## src/rtl/rm2q_pkg.sv

```systemverilog
`default_nettype none

package rm2q_pkg;

  // number format
  localparam int FracBits = 14;
  localparam int DataW    = 16;
  localparam int NumW     = DataW + 1;
  localparam int One      = 1 << FracBits;

  // radicand, root and divider widths
  localparam int RadW     = ((FracBits > DataW + 1) ? FracBits : DataW + 1) + 2;
  localparam int SqInRawW = RadW - 1 + FracBits;
  localparam int SqInW    = SqInRawW + (SqInRawW % 2);
  localparam int SqrtW    = SqInW / 2;
  localparam int RemW     = SqrtW + 2;
  localparam int DvdW     = ((NumW + FracBits > SqrtW) ? NumW + FracBits : SqrtW) + 1;
  localparam int DsrW     = SqrtW + 1;
  localparam int DRemW    = DsrW + 1;

  // saturation limits, as magnitudes
  localparam int SatHi    = (One < 32767) ? One : 32767;
  localparam int SatLo    = (One < 32768) ? One : 32768;

  // off-diagonal lanes and queue depth
  localparam int Lanes    = 3;
  localparam int QDepth   = 2;
  localparam int QPtrW    = $clog2(QDepth);
  localparam int QCntW    = $clog2(QDepth + 1);

  typedef enum logic [1:0] {
    BrTrace = 2'd0,
    BrX     = 2'd1,
    BrY     = 2'd2,
    BrZ     = 2'd3
  } branch_e;

  // classified matrix, front to back
  typedef struct packed {
    logic signed [RadW-1:0]       rad;
    logic [Lanes-1:0][NumW-1:0]   n;
    branch_e                      br;
    logic                         degen;
  } cls_t;

  // data that rides along the divider
  typedef struct packed {
    branch_e            br;
    logic               degen;
    logic [SqrtW-1:0]   half;
    logic [Lanes-1:0]   neg;
  } side_t;

endpackage

`default_nettype wire

```

## src/rtl/rm2q_queue.sv

```systemverilog
`default_nettype none

module rm2q_queue (
  input  wire logic             clk_i,
  input  wire logic             rst_ni,
  input  rm2q_pkg::cls_t        cls_i,
  input  wire logic             valid_i,
  output logic                  ready_o,
  output rm2q_pkg::cls_t        cls_o,
  output logic                  valid_o,
  input  wire logic             ready_i
);

  rm2q_pkg::cls_t                 mem [rm2q_pkg::QDepth];
  logic [rm2q_pkg::QPtrW-1:0]     wr_q, rd_q;
  logic [rm2q_pkg::QCntW-1:0]     cnt_q;
  logic                           push, pop;

  assign ready_o = (cnt_q != rm2q_pkg::QCntW'(rm2q_pkg::QDepth));
  assign valid_o = (cnt_q != '0);
  assign push    = valid_i && ready_o;
  assign pop     = valid_o && ready_i;
  assign cls_o   = mem[rd_q];

  // pointers and fill count
  always_ff @(posedge clk_i or negedge rst_ni) begin
    if (!rst_ni) begin
      wr_q  <= '0;
      rd_q  <= '0;
      cnt_q <= '0;
    end else begin
      if (push) begin
        wr_q <= wr_q + 1'b1;
      end
      if (pop) begin
        rd_q <= rd_q + 1'b1;
      end
      if (push && !pop) begin
        cnt_q <= cnt_q + 1'b1;
      end else if (pop && !push) begin
        cnt_q <= cnt_q - 1'b1;
      end
    end
  end

  // storage
  always_ff @(posedge clk_i) begin
    if (push) begin
      mem[wr_q] <= cls_i;
    end
  end

endmodule

`default_nettype wire

```

## config.mk

```make
export PLATFORM = sky130hd
export DESIGN_NAME = rm2q_queue
export DESIGN_NICKNAME = d
export VERILOG_FILES = /design/src/rtl/rm2q_pkg.sv /design/src/rtl/rm2q_queue.sv
export SDC_FILE = /design/constraint.sdc
export NUM_CORES = 1
export LEC_CHECK = 0
export BUFFER_PORTS_ARGS = -buffer_cell sky130_fd_sc_hd__clkbuf_2
export CORE_ASPECT_RATIO = 0.8
export CORE_MARGIN = 5
export CORE_UTILIZATION = 45
export CTS_CLUSTER_DIAMETER = 120
export DETAILED_ROUTE_END_ITERATION = 7
export PLACE_DENSITY = 0.7
export RECOVER_POWER = 25
export SLEW_MARGIN = 10
export SYNTH_ARGS = -nofsm -noshare
export SYNTH_HDL_FRONTEND = slang
export SYNTH_SLANG_ARGS = --single-unit
export TNS_END_PERCENT = 30
```

## constraint.sdc

```tcl
create_clock -name clk_i -period 9.95 [get_ports clk_i]
set_input_delay 1.99 -clock clk_i [delete_from_list [all_inputs] [get_ports clk_i]]
set_output_delay 1.99 -clock clk_i [all_outputs]
set_load 0.05 [all_outputs]
```

==> flow_metrics.env <==
export IMPL_outcome="complete, no violations"
export IMPL_post_place_cells=561
export IMPL_place_worst_setup_slack_ns=5.725
export IMPL_final_cell_mix="146 x edfxtp_1, 123 x clkbuf_2, 60 x mux2_4, 29 x clkbuf_1, 17 x clkbuf_16"
export IMPL_hold_path_startpoint="cnt_q[1]"
export IMPL_crit_path_cell_trace="buf_4, mux2_2, clkbuf_2"
export IMPL_grt_start_max_net_pins=74
export IMPL_vias=2766
export IMPL_timing_critical_path_required_ns=7.96
export IMPL_route_detailed_drc=0
export IMPL_clock_sink_count=150
export IMPL_antenna_diode_count=0
export IMPL_ios=152
export IMPL_post_synth_and_or_nand_nor_area_fraction_pct=0.5917
export IMPL_synth_largest_area_cell="edfxtp_1"
export IMPL_grt_first_pass_wirelength_um=15680
export IMPL_leakagePower_nw=2.837
export IMPL_core_area_um2=12300
export IMPL_groute_usage_overall_pct=13.79
export IMPL_postCtsSetupBuffers=0
export IMPL_worst_clock_skew_ns=0.004357
export IMPL_launch_point_of_the_critical_path="rd_q"
export IMPL_grt_antenna_before_repair=0
export IMPL_unrepaired_setup_endpoints_after_global_routing="no"
export IMPL_path_clk_slew_ns=0.06
export IMPL_area_growth_syn_to_layout_pct=25.82
export IMPL_clock_tree_root_cell="clkbuf_16"
export IMPL_starting_density_pct=46.43
export IMPL_syn_area_per_cell_um2=23.30
export IMPL_synth_yosys_warnings=0
export IMPL_cts_hold_repair_buffers=0
export IMPL_yosys_top_cells_area="edfxtp_1 77%, mux2_4 16%, mux2_2 2.6%"
export IMPL_max_clock_freq_ghz=0.2158
export IMPL_critical_path_max_fanout=41
export IMPL_type_of_element_launching_the_critical_path="register"
export IMPL_cts_made_buffers=17
export IMPL_max_slew_margin_rel_pct=30.88
export IMPL_synth_top_family_by_area="multiplexers"
export IMPL_average_vias_per_placed_instance=4.672
export IMPL_nNetsFinal=487
export IMPL_synth_adder_area_share_pct=0.2192
export IMPL_vdd_ir_drop_max_mv=0.2416
export IMPL_mappedNetlistArea_um2=5709
export IMPL_power_density_nw_per_um2=366.3
export IMPL_floorplan_die_area_um2=15050
export IMPL_grt_remaining_overflow=0
export IMPL_layout_min_cycle_time_ns=4.634
export IMPL_yosys_area_share_xor_xnor_pct=0.7670
export IMPL_buffers_and_inverters_on_the_worst_path=2
export IMPL_register_area_share_after_synthesis_pct=78.54
export IMPL_synthMuxAreaShare_pct=18.34
export IMPL_drtAntennaViolNets=0
export IMPL_min_path_type="register to register"
export IMPL_fp_row_count=36
export IMPL_floorplan_die_height_um=110.7
export IMPL_maxCapViolations=0
export IMPL_routed_wl_um=10050
export IMPL_path_class="register to primary output"
export IMPL_routabilityCongestion=0.6842
export IMPL_cts_repair_resize_count=0
export IMPL_synth_compound_area_share_pct=0
export IMPL_layout_commonest_cell="edfxtp_1"
export IMPL_crit_family="buffers and inverters"
export IMPL_die_width_um=135.9
export IMPL_average_wire_length_per_cell_after_detail_routing_um=16.97
export IMPL_finish_cell_count_without_fillers=592
export IMPL_port_buffers=151
export IMPL_grt_pass1_vias=3056
export IMPL_cts_htree_levels=4
export IMPL_crit_path_max_incr_delay_ns=0.80
export IMPL_fin_ws_ns=5.316
export IMPL_synth_net_count=323
export IMPL_crit_path_end_kind="primary output"
export IMPL_cts_root_to_sink_buffers=2
export IMPL_synth_lib_cells_used_distinct=15
export IMPL_tritoncts="built"
export IMPL_r2r_slack_ns=7.98
export IMPL_fin_setup_tns_ns=0
export IMPL_drive_gt1_share_pct=53.92
export IMPL_max_slew_worst_pin_slew_ns=1.037
export IMPL_r2r_start="cnt_q[0]"
export IMPL_firstDrtPassIters=5
export IMPL_synth_ff_latch_count=150
export IMPL_hold_worst_slack_ns=0.4837
export IMPL_final_setup_viols=0
export IMPL_syn_instance_count=245
export IMPL_crit_arrival_ns=2.64
export IMPL_post_synth_top_area_fraction_pct=76.79
export IMPL_post_route_period_util_pct=46.57
export IMPL_finalHoldViolCount=0
export IMPL_final_max_slew_violation_count=0
export IMPL_clk_latency_ns=0.41
export IMPL_detailedRoute_firstIterationViolations=209
export IMPL_cp_slowest_cell="dfrtp_4"
## worst reg2reg max path, stage by stage (launching register included)
cell and delay (ns):
dfrtp_1 0.41, nand2b_1 0.17, nand2_1 0.14, nor2_4 0.09
buf_4 0.74
## worst paths after layout
check                             end  depth (start not counted)
setup / recovery            cls_o[57]                          3
hold / removal               cnt_q[1]                          1
setup reg to reg           mem[0][72]                          4
hold reg to reg              cnt_q[1]                          1
max in group asynchronous        rd_q                          1
min in group asynchronous        rd_q                          1
## layout make-up
cell class	instances	area, um^2
Fill cell	950	5114
Sequential cell	150	4488
Multi-Input combinational cell	86	1150
Timing Repair Buffer	153	735.7
Clock buffer	18	429.2
Tap cell	171	214.0
Clock inverter	13	162.7
Inverter	1	3.754
## cells in the mapped netlist, drive strengths merged
master	number
ha	1
nand2	2
dfrtp	4
inv	1
mux2	73
or2	1
edfxtp	146
xnor2	3
nor2	2
xor2	2
buf	8
and3	1
nand2b	1
## cells by family (layout without fill, tap and decap cells)
family | count (synthesis) | in the layout
multiplexers | 73 | 73
buffers and inverters | 9 | 185
adder cells (fa/ha/maj) | 1 | 1
AND/OR/NAND/NOR | 7 | 7
XOR/XNOR | 5 | 5
flip-flops | 150 | 150
## metal layers
metal  up-vias  GRT usage (%)  share of wire (%)
met3        10          8.167                 11
met2       109          21.78                 46
met1      1348          16.04                 41
li1       1299              -                  -
met5         -              0                  0
met4         0          3.627               0.90
## per-stage QoR
| step | area, um^2 | power [mW] | utilization, % |
|---|---|---|---|
| 2_1_floorplan | 5709 | 1.836 | - |
| 3_3_place_gp | 6626 | 2.010 | 53.89 |
| 3_5_place_dp | 6626 | 2.024 | 53.89 |
| 4_1_cts | 7218 | 2.666 | 58.70 |
| 5_1_grt | 7183 | 2.739 | 58.41 |
| 6_report | 7183 | 2.631 | 58.41 |
## where the power goes
| group | internal [mW] | switching (mW) |
|---|---|---|
| registers | 0.869 | 0.0707 |
| clock network | 0.412 | 0.227 |
| logic | 0.324 | 0.728 |
## sequential cells by signal, summed over array words and instances (netlist names)
| name | cells |
|---|---|
| cnt_q | 2 |
| mem | 146 |
| rd_q | 1 |
| wr_q | 1 |
Note: power is estimated with default switching activity, not from simulation.
