`src/rtl/rm2q_pkg.sv`:
```
`default_nettype none

package rm2q_pkg;

  // number format
  localparam int FracBits = 14;
  localparam int DataW    = 16;
  localparam int NumW     = DataW + 1;
  localparam int One      = 1 << FracBits;

  // radicand, root and divider widths
  localparam int RadW     = ((FracBits > DataW + 1) ? FracBits : DataW + 1) + 2;
  localparam int SqInRawW = RadW - 1 + FracBits;
  localparam int SqInW    = SqInRawW + (SqInRawW % 2);
  localparam int SqrtW    = SqInW / 2;
  localparam int RemW     = SqrtW + 2;
  localparam int DvdW     = ((NumW + FracBits > SqrtW) ? NumW + FracBits : SqrtW) + 1;
  localparam int DsrW     = SqrtW + 1;
  localparam int DRemW    = DsrW + 1;

  // saturation limits, as magnitudes
  localparam int SatHi    = (One < 32767) ? One : 32767;
  localparam int SatLo    = (One < 32768) ? One : 32768;

  // off-diagonal lanes and queue depth
  localparam int Lanes    = 3;
  localparam int QDepth   = 2;
  localparam int QPtrW    = $clog2(QDepth);
  localparam int QCntW    = $clog2(QDepth + 1);

  typedef enum logic [1:0] {
    BrTrace = 2'd0,
    BrX     = 2'd1,
    BrY     = 2'd2,
    BrZ     = 2'd3
  } branch_e;

  // classified matrix, front to back
  typedef struct packed {
    logic signed [RadW-1:0]       rad;
    logic [Lanes-1:0][NumW-1:0]   n;
    branch_e                      br;
    logic                         degen;
  } cls_t;

  // data that rides along the divider
  typedef struct packed {
    branch_e            br;
    logic               degen;
    logic [SqrtW-1:0]   half;
    logic [Lanes-1:0]   neg;
  } side_t;

endpackage

`default_nettype wire

```
`src/rtl/rm2q_if.sv`:
```
`default_nettype none

interface rm2q_mat_if;
  logic                                   valid;
  logic                                   ready;
  logic signed [rm2q_pkg::DataW-1:0]      m00;
  logic signed [rm2q_pkg::DataW-1:0]      m01;
  logic signed [rm2q_pkg::DataW-1:0]      m02;
  logic signed [rm2q_pkg::DataW-1:0]      m10;
  logic signed [rm2q_pkg::DataW-1:0]      m11;
  logic signed [rm2q_pkg::DataW-1:0]      m12;
  logic signed [rm2q_pkg::DataW-1:0]      m20;
  logic signed [rm2q_pkg::DataW-1:0]      m21;
  logic signed [rm2q_pkg::DataW-1:0]      m22;

  modport source (output valid, m00, m01, m02, m10, m11, m12, m20, m21, m22,
                  input ready);
  modport sink   (input valid, m00, m01, m02, m10, m11, m12, m20, m21, m22,
                  output ready);
endinterface


`default_nettype wire

```
`src/rtl/rm2q_front.sv`:
```
`default_nettype none

module rm2q_front (
  input  wire logic          clk_i,
  input  wire logic          rst_ni,
  rm2q_mat_if.sink           mat_i,
  output rm2q_pkg::cls_t     cls_o,
  output logic               valid_o,
  input  wire logic          ready_i
);

  logic signed [rm2q_pkg::RadW-1:0] e00, e11, e22, one_c, trace;
  logic signed [rm2q_pkg::NumW-1:0] a01, d01, a02, d02, a12, d12;
  rm2q_pkg::cls_t                   cls_d, cls_q;
  logic                             v_q;

  // sign-extended diagonal and off-diagonal sums
  assign e00   = rm2q_pkg::RadW'(mat_i.m00);
  assign e11   = rm2q_pkg::RadW'(mat_i.m11);
  assign e22   = rm2q_pkg::RadW'(mat_i.m22);
  assign one_c = rm2q_pkg::RadW'(rm2q_pkg::One);
  assign trace = e00 + e11 + e22;

  assign a01 = rm2q_pkg::NumW'(mat_i.m01) + rm2q_pkg::NumW'(mat_i.m10);
  assign d01 = rm2q_pkg::NumW'(mat_i.m01) - rm2q_pkg::NumW'(mat_i.m10);
  assign a02 = rm2q_pkg::NumW'(mat_i.m20) + rm2q_pkg::NumW'(mat_i.m02);
  assign d02 = rm2q_pkg::NumW'(mat_i.m20) - rm2q_pkg::NumW'(mat_i.m02);
  assign a12 = rm2q_pkg::NumW'(mat_i.m12) + rm2q_pkg::NumW'(mat_i.m21);
  assign d12 = rm2q_pkg::NumW'(mat_i.m12) - rm2q_pkg::NumW'(mat_i.m21);

  // branch choice, radicand and numerators
  always_comb begin
    if (trace > 0) begin
      cls_d.br   = rm2q_pkg::BrTrace;
      cls_d.rad  = one_c + trace;
      cls_d.n[0] = d12;
      cls_d.n[1] = d02;
      cls_d.n[2] = d01;
    end else if (mat_i.m00 > mat_i.m11 && mat_i.m00 > mat_i.m22) begin
      cls_d.br   = rm2q_pkg::BrX;
      cls_d.rad  = one_c + e00 - e11 - e22;
      cls_d.n[0] = a01;
      cls_d.n[1] = a02;
      cls_d.n[2] = d12;
    end else if (mat_i.m11 > mat_i.m22) begin
      cls_d.br   = rm2q_pkg::BrY;
      cls_d.rad  = one_c + e11 - e22 - e00;
      cls_d.n[0] = a01;
      cls_d.n[1] = a12;
      cls_d.n[2] = d02;
    end else begin
      cls_d.br   = rm2q_pkg::BrZ;
      cls_d.rad  = one_c + e22 - e00 - e11;
      cls_d.n[0] = a02;
      cls_d.n[1] = a12;
      cls_d.n[2] = d01;
    end
    cls_d.degen = (cls_d.rad <= 0);
  end

  // one register stage toward the queue
  assign mat_i.ready = !v_q || ready_i;

  always_ff @(posedge clk_i or negedge rst_ni) begin
    if (!rst_ni) begin
      v_q <= 1'b0;
    end else if (mat_i.ready) begin
      v_q <= mat_i.valid;
    end
  end

  always_ff @(posedge clk_i) begin
    if (mat_i.ready) begin
      cls_q <= cls_d;
    end
  end

  assign cls_o   = cls_q;
  assign valid_o = v_q;

endmodule

`default_nettype wire

```
`src/flat_wrapper.sv`:
```
// flat-port wrapper written by rule: the top's interface ports become plain ports
module rm2q_front_flat 
  (clk_i, rst_ni, cls_o, valid_o, ready_i, mat_i_valid, mat_i_m00, mat_i_m01, mat_i_m02, mat_i_m10, mat_i_m11, mat_i_m12, mat_i_m20, mat_i_m21, mat_i_m22, mat_i_ready);
  rm2q_mat_if mat_i_i ();
  input  wire logic clk_i;
  input  wire logic rst_ni;
  output rm2q_pkg::cls_t cls_o;
  output logic valid_o;
  input  wire logic ready_i;
  input wire logic [$bits(mat_i_i.valid)-1:0] mat_i_valid;
  input wire logic [$bits(mat_i_i.m00)-1:0] mat_i_m00;
  input wire logic [$bits(mat_i_i.m01)-1:0] mat_i_m01;
  input wire logic [$bits(mat_i_i.m02)-1:0] mat_i_m02;
  input wire logic [$bits(mat_i_i.m10)-1:0] mat_i_m10;
  input wire logic [$bits(mat_i_i.m11)-1:0] mat_i_m11;
  input wire logic [$bits(mat_i_i.m12)-1:0] mat_i_m12;
  input wire logic [$bits(mat_i_i.m20)-1:0] mat_i_m20;
  input wire logic [$bits(mat_i_i.m21)-1:0] mat_i_m21;
  input wire logic [$bits(mat_i_i.m22)-1:0] mat_i_m22;
  output wire logic [$bits(mat_i_i.ready)-1:0] mat_i_ready;
  assign mat_i_i.valid = mat_i_valid;
  assign mat_i_i.m00 = mat_i_m00;
  assign mat_i_i.m01 = mat_i_m01;
  assign mat_i_i.m02 = mat_i_m02;
  assign mat_i_i.m10 = mat_i_m10;
  assign mat_i_i.m11 = mat_i_m11;
  assign mat_i_i.m12 = mat_i_m12;
  assign mat_i_i.m20 = mat_i_m20;
  assign mat_i_i.m21 = mat_i_m21;
  assign mat_i_i.m22 = mat_i_m22;
  assign mat_i_ready = mat_i_i.ready;
  rm2q_front u_core (.clk_i(clk_i), .rst_ni(rst_ni), .mat_i(mat_i_i), .cls_o(cls_o), .valid_o(valid_o), .ready_i(ready_i));
endmodule
```
`config.mk`:
```
export PLATFORM = sky130hd
export DESIGN_NAME = rm2q_front_flat
export DESIGN_NICKNAME = d
export VERILOG_FILES = /design/src/rtl/rm2q_pkg.sv /design/src/rtl/rm2q_if.sv /design/src/rtl/rm2q_front.sv /design/src/flat_wrapper.sv
export SDC_FILE = /design/constraint.sdc
export NUM_CORES = 1
export LEC_CHECK = 0
export CAP_MARGIN = 20
export CORE_ASPECT_RATIO = 1.4
export CORE_MARGIN = 10
export CORE_UTILIZATION = 41
export CTS_BUF_LIST = sky130_fd_sc_hd__clkbuf_4
export CTS_CLUSTER_DIAMETER = 200
export DETAILED_ROUTE_END_ITERATION = 16
export DONT_BUFFER_PORTS = 1
export GPL_TIMING_DRIVEN = 0
export PLACE_DENSITY_LB_ADDON = 0.05
export SYNTH_ARGS = -nofsm -noshare
export SYNTH_HDL_FRONTEND = slang
export SYNTH_SLANG_ARGS = --single-unit
```
`constraint.sdc`:
```
create_clock -name clk_i -period 11.2 [get_ports clk_i]
set_clock_uncertainty 0.2 [all_clocks]
set_input_delay 3.36 -clock clk_i [delete_from_list [all_inputs] [get_ports clk_i]]
set_output_delay 3.36 -clock clk_i [all_outputs]
set_load 0.05 [all_outputs]
```
==> summary.txt <==
Post-Synth XOR/XNOR Area: 9.69%
CP Capture Type: flop
Primary FF master, synth: edfxtp_1
Starting DRT DRC Count: 702
DR top layer: met4
Top Ports: 223
Setup violations, final: 0
detailed-route wire length: 54800 um
Yosys reg bits: 74
post-synthesis cell area: 0.0153 sq mm
most frequent cells in the layout: ha_1 (282), inv_1 (205), nor2_1 (160)
clock slew at reported path FFs: 150 ps
RR Startpoint: u_core.valid_o
Filler Cell Count: 3847
main combinational cell family by area after synthesis: adder cells
adder-cell share of the synthesized area: 28.8%
post-synthesis compound-gate area fraction: 23.5%
Die W: 183 um
Hold Buf Count CTS: 0
RSZ-0062 raised after global routing: no
leakage power: 7.23 nW
routed length on met1: 20300 um
Area Overhead vs Synth: 5.14%
Syn Area/Cell: 8.00 sq um
Multi-input gate area: 0.0121 sq mm
number of CTS-inserted buffers: 9
Synth Instances: 1908
Synthesized Nets: 2380
CP most frequent cell: inv_1
number of global-route vias before repair: 14427
Yosys top cell by area: ha_1
gp weighted congestion: 0.918
Die ar.: 0.0455 sq mm
Final ANT Viol Nets: 0
Vias: 13741
critical path's slowest cell: clkbuf_1
Tightest Hold Check Type: flop to flop
Yosys top cell area share: 23.1%
later-pin clock latency in the skew report: 510 ps
commonest non-fill, non-tap cell in the layout: ha_1
ranking of synthesized cells by area: ha_1 (23%), edfxtp_1 (14%), xnor2_1 (6.9%), fa_1 (5.5%), a21oi_1 (5.1%)
wire length per cell: 22.9 um
final slew viol count: 0
Reg area: 0.00222 sq mm
peak supply drop: 0.0000648 V
power per cell area: 157 mW/mm^2
Max clock buf depth: 2
status: finished clean
maximum clock frequency: 105 MHz
routed length on met2: 29900 um
hold path startpoint: u_core.valid_o
peak fanout along the critical path: 10
WP buf/inv: 6
first-pass GRT wire length: 81400 um
async set-or-reset flop fraction in the synthesized netlist: 1.35%
DR pass1 iterations: 5
crit path DAT: 9610 ps
IO Port Bufs: 0
CTS Sinks: 74
CTS tree: done
Starting Density: 41.5%
CP startpoint: mat_i_m22[0]
multiplexer share of the synthesized area: 1.20%
CTS root buf: clkbuf_4
Crit path required time: 11330 ps
Unique masters post-synth: 84
dpl cells: 2377
share of post-route cells with drive strength above 1: 2.80%
Vias/cell: 5.74
Total GRT Usage: 23.4%
critical path class: input pin to flop
post_cts resized: 0
Placement Rows: 83
number of synthesized flops with an enable pin: 73
final period utilization: 84.7%
Setup TNS: 0 ps
min cycle time layout: 9480 ps
delay-heaviest family, CP: compound AO/OA/AOI/OAI gates
Chip Height: 248 um
CP Launch Type: input pin
CP max stage delay: 780 ps
HPWL after DPL: 47300 um
worst rel slew slack: 22.5%
met3 routed WL: 2490 um
htree depth: 3
max-cap violations: 0
antenna violations before repair: 1
core area: 0.0368 sq mm
warnings from Yosys: 0
Post-CTS Setup Inserts: 0
sequential area share after synthesis: 14.5%
Nets: 2393
slew at the pin closest to its max-slew limit: 1130 ps
DRC viols: 0
Fin. Hold Viols: 0
Synth Area in Simple Gates: 16.1%
total gr overflow: 0
non-filler instance count after layout: 2394
maximum number of pins on one net before global-route repair: 43
-- cell families (layout without fill, tap and decap cells) --
group                      Yosys count  in the layout
AOI/OAI and AO/OA                  550            550
and+or+nand+nor                    519            519
adders and majority gates          326            326
buffers and inverters              252            270
xor gates and xnor gates           169            169
DFF                                 74             74
muxes                               18             18
other                                0              1
-- final cells by class --
class | instances | area share, %
well taps | 467 | 3.64
flip-flops and latches | 74 | 13.8
clock inverters | 7 | 0.522
inverters | 205 | 4.79
plain buffers | 47 | 1.16
diodes | 1 | 0.0156
clock buffers | 9 | 0.421
multi-input cells | 1582 | 75.4
repair buffers | 2 | 0.242
-- synth_stat cells, drive strengths merged, types with 8 or more instances --
library cell / count
a21o: 34
nor2: 161
nand2: 130
and3: 15
xor2: 49
nand4: 12
a21boi: 8
o211ai: 27
a221oi: 10
o41ai: 9
ha: 282
fa: 42
o22ai: 19
mux2i: 15
nand3: 35
a211oi: 22
buf: 10
nor2b: 32
a22oi: 8
xnor2: 120
o21a: 23
or2: 9
clkbuf: 37
o21ai: 114
o31ai: 11
a31oi: 21
o21bai: 28
a21oi: 159
or3: 16
nand2b: 28
nor3: 53
inv: 205
edfxtp: 73
-- report_power, final --
part	switching, W	internal [W]
registers	0.000364	0.000440
logic	0.000932	0.000583
clock network	0.000113	0.0000878
-- routing by layer --
metal	global-route usage (%)	vias up
met5	0	-
met4	9.57	0
met3	3.47	79
met2	46.9	320
met1	23.3	6521
li1	-	6821
-- flip-flops by register name (all words and copies together), names as in the netlist --
name / cells
u_core.valid_o: 1
u_core.cls_o: 73
-- worst register-to-register path, delay by kind of cell, from the launching register on --
family                 cells  cell delay (ps)
flip-flops                 1              620
AND/OR/NAND/NOR            1              580
buffers and inverters      1              320
-- final timing paths --
check	depth (start not counted)	slack [ps]	endpoint
setup / recovery	25	1720	u_core.cls_o[41]
hold / removal	1	1270	u_core.cls_o[21]
setup reg to reg	2	9110	u_core.cls_o[19]
hold reg to reg	1	1270	u_core.cls_o[21]
max in group asynchronous	0	8430	u_core.valid_o
min in group asynchronous	0	2310	u_core.valid_o
-- stage by stage --
step	setup WS, ps	cell area (sq um)	hold slack, ps	utilization (%)	total power (W)
detailed placement	1270	15900	1240	43.2	0.00232
global route	1490	16100	1340	43.7	0.00270
floorplan	2130	15300	2500	-	0.00187
finish	1720	16100	1270	43.7	0.00252
CTS	1810	16100	1300	43.7	0.00253
global placement	1160	15900	2860	43.1	0.00231
Note: power is estimated with default switching activity, not from simulation.
